===== src/sv/marf_pkg.sv =====
// ----------------------------------------------------------------------------
// marf_pkg - meter address rule filter shared definitions
// Widths, action codes, wildcard constants and the word that walks the cells.
// ----------------------------------------------------------------------------
package marf_pkg;

  localparam int unsigned MaxRulesDef = 16;

  localparam int unsigned IdxW    = 4;
  localparam int unsigned PlenW   = 4;
  localparam int unsigned IdW     = 32;
  localparam int unsigned MfctW   = 16;
  localparam int unsigned VerW    = 8;
  localparam int unsigned TypeW   = 8;
  localparam int unsigned CountW  = 5;

  localparam logic ActLoad  = 1'b0;
  localparam logic ActQuery = 1'b1;

  localparam logic [MfctW-1:0] AnyMfct     = 16'hffff;
  localparam logic [VerW-1:0]  AnyVersion  = 8'hff;
  localparam logic [TypeW-1:0] AnyType     = 8'hff;
  localparam logic [PlenW-1:0] ExactDigits = 4'd8;

  // Word handed from cell to cell: the item itself plus the running verdict.
  typedef struct packed {
    logic             action;
    logic [IdxW-1:0]  rule_index;
    logic             negate;
    logic [PlenW-1:0] prefix_len;
    logic [IdW-1:0]   id_value;
    logic [MfctW-1:0] mfct_code;
    logic [VerW-1:0]  version_code;
    logic [TypeW-1:0] dev_type;
    logic             pos_hit;
    logic             neg_hit;
    logic             exact_hit;
  } token_t;

endpackage


===== src/sv/marf_if.sv =====
// ----------------------------------------------------------------------------
// marf_item_if / marf_result_if - valid/ready channels of the rule filter
// Item channel carries load or query words, result channel the verdict.
// ----------------------------------------------------------------------------
interface marf_item_if;
  import marf_pkg::*;

  logic             valid;
  logic             ready;
  logic             action;
  logic [IdxW-1:0]  rule_index;
  logic             negate;
  logic [PlenW-1:0] prefix_len;
  logic [IdW-1:0]   id_value;
  logic [MfctW-1:0] mfct_code;
  logic [VerW-1:0]  version_code;
  logic [TypeW-1:0] dev_type;

  modport source (
    output valid, action, rule_index, negate, prefix_len, id_value,
           mfct_code, version_code, dev_type,
    input  ready
  );
  modport sink (
    input  valid, action, rule_index, negate, prefix_len, id_value,
           mfct_code, version_code, dev_type,
    output ready
  );
endinterface

interface marf_result_if;
  logic valid;
  logic ready;
  logic matched;
  logic wild_only;

  modport source (output valid, matched, wild_only, input ready);
  modport sink   (input valid, matched, wild_only, output ready);
endinterface


===== src/sv/meter_address_rule_filter_unit.sv =====
// ----------------------------------------------------------------------------
// meter_address_rule_filter_unit - meter address rule filter
// Table of prefix/wildcard address rules checked by a row of rule cells.
// ----------------------------------------------------------------------------
// Every word, load or query, walks the row of MaxRules cells, one cell a
// cycle; cell k holds rule k. A load word is written by the cell whose index
// it names (an index past the table is dropped) and yields matched = 0,
// wild_only = 0. A query word collects hits from the first rule_count
// cells: any negative hit rejects, else any positive hit accepts, and
// wild_only flags an accept with no exact (eight digit) positive hit.
// One word is in the row at a time: a word walks the cell row, then waits in
// the hand-off stage until the output register is free, and its result then
// stands in the output register on the result channel; the next word is
// taken once the result is parked there, even if that result has not been
// taken yet. rule_count is written through cfg_we_i / cfg_wdata_i; the user
// must write it only while no word is in flight, as the block does not enforce
// it. A rule never loaded but within rule_count gives an unspecified verdict.
// ----------------------------------------------------------------------------
module meter_address_rule_filter_unit #(
  parameter int unsigned MaxRules = marf_pkg::MaxRulesDef
) (
  input  logic                        clk_i,
  input  logic                        rst_ni,
  input  logic                        cfg_we_i,
  input  logic [marf_pkg::CountW-1:0] cfg_wdata_i,
  marf_item_if.sink                   item_i,
  marf_result_if.source               result_o
);
  import marf_pkg::*;

  logic [CountW-1:0] rule_count_q;
  logic              busy_q;
  logic              accept;

  // Cell row links: index k feeds cell k.
  logic              vld_link [MaxRules+1];
  token_t            tok_link [MaxRules+1];

  // Hand-off stage between the row and the output register.
  logic              pend_vld_q;
  logic              pend_match_q, pend_wild_q;
  logic              out_vld_q;
  logic              out_match_q, out_wild_q;
  logic              out_free, move_out;
  logic              verdict_match, verdict_wild;

  // Hold the rule count.
  always_ff @(posedge clk_i or negedge rst_ni) begin
    if (!rst_ni) begin
      rule_count_q <= '0;
    end else if (cfg_we_i) begin
      rule_count_q <= cfg_wdata_i;
    end
  end

  assign item_i.ready = !busy_q;
  assign accept       = item_i.valid && !busy_q;

  // Launch the word into the first cell with a clean verdict.
  assign vld_link[0]              = accept;
  assign tok_link[0].action       = item_i.action;
  assign tok_link[0].rule_index   = item_i.rule_index;
  assign tok_link[0].negate       = item_i.negate;
  assign tok_link[0].prefix_len   = item_i.prefix_len;
  assign tok_link[0].id_value     = item_i.id_value;
  assign tok_link[0].mfct_code    = item_i.mfct_code;
  assign tok_link[0].version_code = item_i.version_code;
  assign tok_link[0].dev_type     = item_i.dev_type;
  assign tok_link[0].pos_hit      = 1'b0;
  assign tok_link[0].neg_hit      = 1'b0;
  assign tok_link[0].exact_hit    = 1'b0;

  for (genvar k = 0; k < MaxRules; k++) begin : g_cell
    marf_cell #(
      .CellIdx (k)
    ) u_cell (
      .clk_i        (clk_i),
      .rst_ni       (rst_ni),
      .rule_count_i (rule_count_q),
      .vld_i        (vld_link[k]),
      .tok_i        (tok_link[k]),
      .vld_o        (vld_link[k+1]),
      .tok_o        (tok_link[k+1])
    );
  end

  // Load words never set hit flags, so they fall out as a reject.
  assign verdict_match = tok_link[MaxRules].pos_hit && !tok_link[MaxRules].neg_hit;
  assign verdict_wild  = verdict_match && !tok_link[MaxRules].exact_hit;

  assign out_free = !out_vld_q || result_o.ready;
  assign move_out = pend_vld_q && out_free;

  always_ff @(posedge clk_i or negedge rst_ni) begin
    if (!rst_ni) begin
      busy_q     <= 1'b0;
      pend_vld_q <= 1'b0;
      out_vld_q  <= 1'b0;
    end else begin
      if (accept) begin
        busy_q <= 1'b1;
      end else if (move_out) begin
        busy_q <= 1'b0;
      end
      if (vld_link[MaxRules]) begin
        pend_vld_q <= 1'b1;
      end else if (move_out) begin
        pend_vld_q <= 1'b0;
      end
      if (move_out) begin
        out_vld_q <= 1'b1;
      end else if (result_o.ready) begin
        out_vld_q <= 1'b0;
      end
    end
  end

  always_ff @(posedge clk_i) begin
    if (vld_link[MaxRules]) begin
      pend_match_q <= verdict_match;
      pend_wild_q  <= verdict_wild;
    end
    if (move_out) begin
      out_match_q <= pend_match_q;
      out_wild_q  <= pend_wild_q;
    end
  end

  assign result_o.valid     = out_vld_q;
  assign result_o.matched   = out_match_q;
  assign result_o.wild_only = out_wild_q;

endmodule


===== src/sv/marf_cell.sv =====
// ----------------------------------------------------------------------------
// marf_cell - one rule of the filter table
// Holds one rule, writes it from a passing load word, folds its hit into a
// passing query word and hands the word on through its output register.
// ----------------------------------------------------------------------------
module marf_cell #(
  parameter int unsigned CellIdx = 0
) (
  input  logic                         clk_i,
  input  logic                         rst_ni,
  input  logic [marf_pkg::CountW-1:0]  rule_count_i,
  input  logic                         vld_i,
  input  marf_pkg::token_t             tok_i,
  output logic                         vld_o,
  output marf_pkg::token_t             tok_o
);
  import marf_pkg::*;

  logic [IdW-1:0]   digits_q;
  logic [PlenW-1:0] prefix_q;
  logic             negative_q;
  logic [MfctW-1:0] mfct_q;
  logic [VerW-1:0]  version_q;
  logic [TypeW-1:0] devtype_q;

  logic             vld_q;
  token_t           tok_q, tok_d;
  logic             load_en, in_use, hit;
  logic [IdW-1:0]   mask;

  function automatic logic [IdW-1:0] digit_mask(input logic [PlenW-1:0] digits);
    logic [IdW-1:0] m;
    if (digits == '0) begin
      m = '0;
    end else if (digits >= ExactDigits) begin
      m = '1;
    end else begin
      m = ~({IdW{1'b1}} >> {digits, 2'b00});
    end
    return m;
  endfunction

  assign load_en = vld_i && (tok_i.action == ActLoad) &&
                   (32'(tok_i.rule_index) == CellIdx);

  // Rules beyond the count in use sit out of the query.
  assign in_use = 32'(rule_count_i) > CellIdx;
  assign mask   = digit_mask(prefix_q);

  assign hit = in_use && (tok_i.action == ActQuery) &&
               (mfct_q == AnyMfct || mfct_q == tok_i.mfct_code) &&
               (version_q == AnyVersion || version_q == tok_i.version_code) &&
               (devtype_q == AnyType || devtype_q == tok_i.dev_type) &&
               (((digits_q ^ tok_i.id_value) & mask) == '0);

  always_comb begin
    tok_d = tok_i;
    if (hit) begin
      if (negative_q) begin
        tok_d.neg_hit = 1'b1;
      end else begin
        tok_d.pos_hit = 1'b1;
        if (prefix_q >= ExactDigits) begin
          tok_d.exact_hit = 1'b1;
        end
      end
    end
  end

  // Rule storage: no reset, contents are defined once loaded.
  always_ff @(posedge clk_i) begin
    if (load_en) begin
      digits_q   <= tok_i.id_value;
      prefix_q   <= (tok_i.prefix_len > ExactDigits) ? ExactDigits : tok_i.prefix_len;
      negative_q <= tok_i.negate;
      mfct_q     <= tok_i.mfct_code;
      version_q  <= tok_i.version_code;
      devtype_q  <= tok_i.dev_type;
    end
  end

  always_ff @(posedge clk_i or negedge rst_ni) begin
    if (!rst_ni) begin
      vld_q <= 1'b0;
    end else begin
      vld_q <= vld_i;
    end
  end

  always_ff @(posedge clk_i) begin
    tok_q <= tok_d;
  end

  assign vld_o = vld_q;
  assign tok_o = tok_q;

endmodule


===== src/flat_wrapper.sv =====
// flat-port wrapper written by rule: the top's interface ports become plain ports
module meter_address_rule_filter_unit_flat import marf_pkg::*;
#(
  parameter int unsigned MaxRules = marf_pkg::MaxRulesDef
)
  (clk_i, rst_ni, cfg_we_i, cfg_wdata_i, item_i_valid, item_i_action, item_i_rule_index, item_i_negate, item_i_prefix_len, item_i_id_value, item_i_mfct_code, item_i_version_code, item_i_dev_type, item_i_ready, result_o_valid, result_o_matched, result_o_wild_only, result_o_ready);
  marf_item_if item_i_i ();
  marf_result_if result_o_i ();
  input  logic clk_i;
  input  logic rst_ni;
  input  logic cfg_we_i;
  input  logic [marf_pkg::CountW-1:0] cfg_wdata_i;
  input wire logic [$bits(item_i_i.valid)-1:0] item_i_valid;
  input wire logic [$bits(item_i_i.action)-1:0] item_i_action;
  input wire logic [$bits(item_i_i.rule_index)-1:0] item_i_rule_index;
  input wire logic [$bits(item_i_i.negate)-1:0] item_i_negate;
  input wire logic [$bits(item_i_i.prefix_len)-1:0] item_i_prefix_len;
  input wire logic [$bits(item_i_i.id_value)-1:0] item_i_id_value;
  input wire logic [$bits(item_i_i.mfct_code)-1:0] item_i_mfct_code;
  input wire logic [$bits(item_i_i.version_code)-1:0] item_i_version_code;
  input wire logic [$bits(item_i_i.dev_type)-1:0] item_i_dev_type;
  output wire logic [$bits(item_i_i.ready)-1:0] item_i_ready;
  output wire logic [$bits(result_o_i.valid)-1:0] result_o_valid;
  output wire logic [$bits(result_o_i.matched)-1:0] result_o_matched;
  output wire logic [$bits(result_o_i.wild_only)-1:0] result_o_wild_only;
  input wire logic [$bits(result_o_i.ready)-1:0] result_o_ready;
  assign item_i_i.valid = item_i_valid;
  assign item_i_i.action = item_i_action;
  assign item_i_i.rule_index = item_i_rule_index;
  assign item_i_i.negate = item_i_negate;
  assign item_i_i.prefix_len = item_i_prefix_len;
  assign item_i_i.id_value = item_i_id_value;
  assign item_i_i.mfct_code = item_i_mfct_code;
  assign item_i_i.version_code = item_i_version_code;
  assign item_i_i.dev_type = item_i_dev_type;
  assign item_i_ready = item_i_i.ready;
  assign result_o_valid = result_o_i.valid;
  assign result_o_matched = result_o_i.matched;
  assign result_o_wild_only = result_o_i.wild_only;
  assign result_o_i.ready = result_o_ready;
  meter_address_rule_filter_unit #(.MaxRules(MaxRules)) u_core (.clk_i(clk_i), .rst_ni(rst_ni), .cfg_we_i(cfg_we_i), .cfg_wdata_i(cfg_wdata_i), .item_i(item_i_i), .result_o(result_o_i));
endmodule

===== config.mk =====
export PLATFORM = sky130hd
export DESIGN_NAME = meter_address_rule_filter_unit_flat
export DESIGN_NICKNAME = d
export VERILOG_FILES = /design/src/sv/marf_pkg.sv /design/src/sv/marf_if.sv /design/src/sv/meter_address_rule_filter_unit.sv /design/src/sv/marf_cell.sv /design/src/flat_wrapper.sv
export SDC_FILE = /design/constraint.sdc
export NUM_CORES = 2
export LEC_CHECK = 0
export ABC_AREA = 1
export BUFFER_PORTS_ARGS = -buffer_cell sky130_fd_sc_hd__buf_2
export CORE_ASPECT_RATIO = 2
export CORE_UTILIZATION = 45
export DETAILED_ROUTE_END_ITERATION = 8
export HOLD_SLACK_MARGIN = 0.03
export PLACE_DENSITY = 0.58
export SLEW_MARGIN = 20
export SYNTH_ARGS = -nofsm -noshare
export SYNTH_HDL_FRONTEND = slang
export SYNTH_SLANG_ARGS = --single-unit

===== constraint.sdc =====
create_clock -name clk_i -period 10.4 [get_ports clk_i]
set_clock_uncertainty 0.05 [all_clocks]
set_input_delay 1.04 -clock clk_i [delete_from_list [all_inputs] [get_ports clk_i]]
set_output_delay 1.04 -clock clk_i [all_outputs]
set_load 0.005 [all_outputs]

==> metrics.md <==
| Metric | Value |
|---|---|
| WL final | roughly 120,000 µm |
| Crit path to | u_core.g_cell[0].u_cell.digits_q[28] |
| WP data required | around 11 ns |
| Setup crit start | u_core.busy_q |
| Synth area leader | edfxtp_1 |
| Clock Pin Slew Worst Setup and Hold Paths | roughly 0.060 ns |
| I/O Buffers | 87 |
| Cell Area, Synth | about 77,000 µm² |
| Final nets | approximately 7,000 |
| NetSw | between 3 and 4 mW |
| Worst-Skew Late Latency | slightly above 0.8 ns |
| CP cell instances | inv_1 -> nand2_1 -> inv_1 -> nand2_1 -> nor4_2 -> buf_4 |
| Die X | ~300 µm |
| Initial Utilization | between 40% and 50% |
| CTS Hold Buffers Added | 0 |
| Sw frac | between 10% and 20% |
| Slew @ Worst Pin | ~0.9 ns |
| CP endpoint kind | flop |
| Worst slew margin | a little under 40% |
| Main area contributors after synthesis | edfxtp_1 (43%), dfxtp_1 (30%), nand2_1 (6.7%), nor2_1 (5.4%), xnor2_1 (4.3%) |
| Pre-antenna DRT Iters | 7 |
| Clock power share | 41.4% |
| TritonCTS buffer count | 196 |
| Overall global routing resource usage | between 10% and 20% |
| Post-synth net total | 6,709 |
| Worst R2R Setup Slack | about 7.9 ns |
| Grt ovf | 0 |
| Yosys warns | 0 |
| Layout cell share with drive strength beyond 1 | 6.536% |
| CTS Buffer Depth | 4 |
| Multi-input gate area | ~18,000 µm² |
| Asr flop ratio synth | roughly 1.0% |
| Final hold violations | 0 |
| Ys flop type | dfxtp_1 |
| Largest net degree at the start of global routing | 70 |
| Fmax | approximately 0.40 GHz |
| Critical Path AT | roughly 2.8 ns |
| CP peak stage delay | between 0.7 and 0.8 ns |
| Fin area | roughly 87,000 µm² |
| Die Y-Extent | 588.2 µm |
| CP max stage cell | buf_4 |
| Startpoint Class | flop |
| Sequential area share after synthesis | roughly three quarters |
| Hold WS | 0.2150 ns |
| Count leader, synth | nand2_1 |
| DR iter-0 viols | ~1,500 |
| WP depth | 6 |
| Top Ports | a little under 90 |
| Register area | about 57,000 µm² |
| CTS-repair resized insts | 0 |
| Max-Cap Viols | 0 |
| Min cycle time layout | about 2.5 ns |
| Yosys cell types | 30 |
| Worst R2R Start | u_core.busy_q |
| Yosys reg bits | around 2,300 |
| Area added between synthesis and finish | 12.89% |
| Seq pwr share | 56.4% |
| Crit-path leading delay family | buffers and inverters |
| Drt drc | 0 |
| Sink Count | 2,290 |
| H-tree Lvls | 4 |
| Mean Syn Cell Area | about 12 µm² |
| CTS tree | done |
| Final worst-path cycle share | between 20% and 30% |
| Peak VDD IR | ~0.15 mV |
| RSZ-0062 raised after global routing | no |
| Routed via count | between 40,000 and 50,000 |
| First-pass GRT wire length | 200,300 µm |
| Die area | 173,600 µm² |
| Wire length per cell | 13.13 µm |
| P per Cell Area | 202.4 nW/µm² |
| Comb pwr share | 2.2% |
| Hold crit path type | input pin to asynchronous set/reset pin |
| Std-Cell Rows | about 210 |
| CP Max Fanout | between 60 and 70 |
| Core Util, Final | between 50% and 60% |
| Number of enable-type register cells in the synthesized netlist | 1,108 |
| Most frequent cells after synthesis | nand2_1 (1,382), dfxtp_1 (1,158), edfxtp_1 (1,108) |
| Total Neg Setup Slack | 0 ns |
| WS Path Type | flop to flop |
| Fill count | roughly 15,000 |
| GPL Wtd Cong | around 0.8 |
| P_int | about 14 mW |
| Status | complete, no violations |
| Initial antenna violation count | 1 |
| Core area | 170,300 µm² |
| Post-synth top area share | between 40 and 50% |
| Final slew viol count | 0 |
| Postcts setup bufs | 0 |
| Area post-placement | between 80,000 and 90,000 µm² |
| Lkg Pwr | between 30 and 40 nW |
| Finish-stage setup viols | 0 |
| Worst-case reg-to-reg path depth | 6 |
| Post-Layout Cell Count | 9,338 |
| Root Buffer | clkbuf_16 |
| RR Endpoint | u_core.g_cell[0].u_cell.digits_q[28] |
| Vias in the first global route | 42,240 |
| DR vias/cell | roughly 4.5 |
| HPWL Detailed | 90,070 µm |
| CP bufs+invs | 3 |
| Mapped Cells | ~6,600 |
| Inst Count DP | ~9,000 |
| Antenna-violating nets left | 0 |
==> worst min-delay path by stage <==
| stage | startpoint | end | cells past startpoint |
|---|---|---|---|
| after global placement | u_core.g_cell[7].u_cell.tok_o[74] | u_core.g_cell[8].u_cell.tok_o[74] | 0 |
| after floorplan | u_core.g_cell[0].u_cell.tok_o[73] | u_core.g_cell[1].u_cell.tok_o[73] | 0 |
| final | rst_ni | u_core.g_cell[0].u_cell.vld_o | 1 |
| after CTS | rst_ni | u_core.g_cell[0].u_cell.vld_o | 1 |
| after detailed placement | u_core.g_cell[13].u_cell.tok_o[72] | u_core.g_cell[14].u_cell.tok_o[72] | 0 |
| after global routing | rst_ni | u_core.result_o.valid | 1 |
==> area by class of cell <==
class	count	area share (%)
Timing Repair Buffer	104	0.6451
Antenna cell	1	0.002867
Clock buffer	270	6.286
Inverter	723	3.110
Multi-Input combinational cell	3595	20.12
Sequential cell	2290	65.37
Clock inverter	87	1.211
Tap cell	2268	3.251
==> routing by layer <==
metal,vias up,part of all wire [%],GRT usage (%)
met5,-,0,0
met4,0,4.9,7.186
met3,296,2.8,1.996
met2,461,56,28.50
met1,19410,36,13.88
li1,21800,-,-
==> sequential cells by signal, indices dropped and copies added, names as in the netlist, 5 cells and up <==
| name | cells |
|---|---|
| u_core.g_cell.u_cell.devtype_q | 128 |
| u_core.g_cell.u_cell.digits_q | 512 |
| u_core.g_cell.u_cell.mfct_q | 256 |
| u_core.g_cell.u_cell.negative_q | 16 |
| u_core.g_cell.u_cell.prefix_q | 64 |
| u_core.g_cell.u_cell.tok_o | 1158 |
| u_core.g_cell.u_cell.version_q | 128 |
| u_core.g_cell.u_cell.vld_o | 16 |
| u_core.rule_count_q | 5 |
==> worst register-to-register path, stage by stage (launching register included) <==
cell	delay (ns)
dfrtp_1	0.36
inv_1	0.08
nand2_1	0.28
inv_1	0.25
nand2_1	0.09
nor4_2	0.20
buf_4	0.75
==> stage by stage <==
stage                     setup WS [ns]  total power, mW
after floorplan                   1.878            10.39
after global placement            7.263            10.53
after detailed placement          7.228            10.56
after CTS                         7.892            17.94
after global routing              7.767            18.36
final                             7.924            17.66
==> logic make-up after synthesis <==
kind of cell / after synthesis / share of synthesized area, %
and+or+nand+nor: 2862 / 14.87
DFF: 2290 / 73.80
buffers and inverters: 740 / 3.593
xor gates and xnor gates: 604 / 6.843
AOI/OAI and AO/OA: 129 / 0.8950
==> layout by cell type, fill, tap and decap left out, drive strengths merged <==
cell type  instances
buf              104
clkinv            55
nand3            124
clkinvlp           6
nor3              57
or2               32
o21ai             81
diode              1
clkbuf           270
edfxtp          1108
nand4            131
nor3b             14
a21oi             31
nor2            1113
nand2           1383
xor2             221
o21bai             1
nor4               1
nand3b             7
dfxtp           1158
xnor2            383
dfrtp             24
inv              727
bufinv            22
a21boi            16
==> power groups by stage <==
stage / Combinational (mW) / Sequential, mW / Clock, mW
6_report: 0.380 / 9.97 / 7.32
5_1_grt: 0.438 / 10.0 / 7.91
4_1_cts: 0.389 / 9.97 / 7.58
3_5_place_dp: 0.387 / 10.2 / 0
3_3_place_gp: 0.373 / 10.2 / 0
2_1_floorplan: 0.288 / 10.1 / 0
No activity file was read; power rests on OpenSTA's default activity.
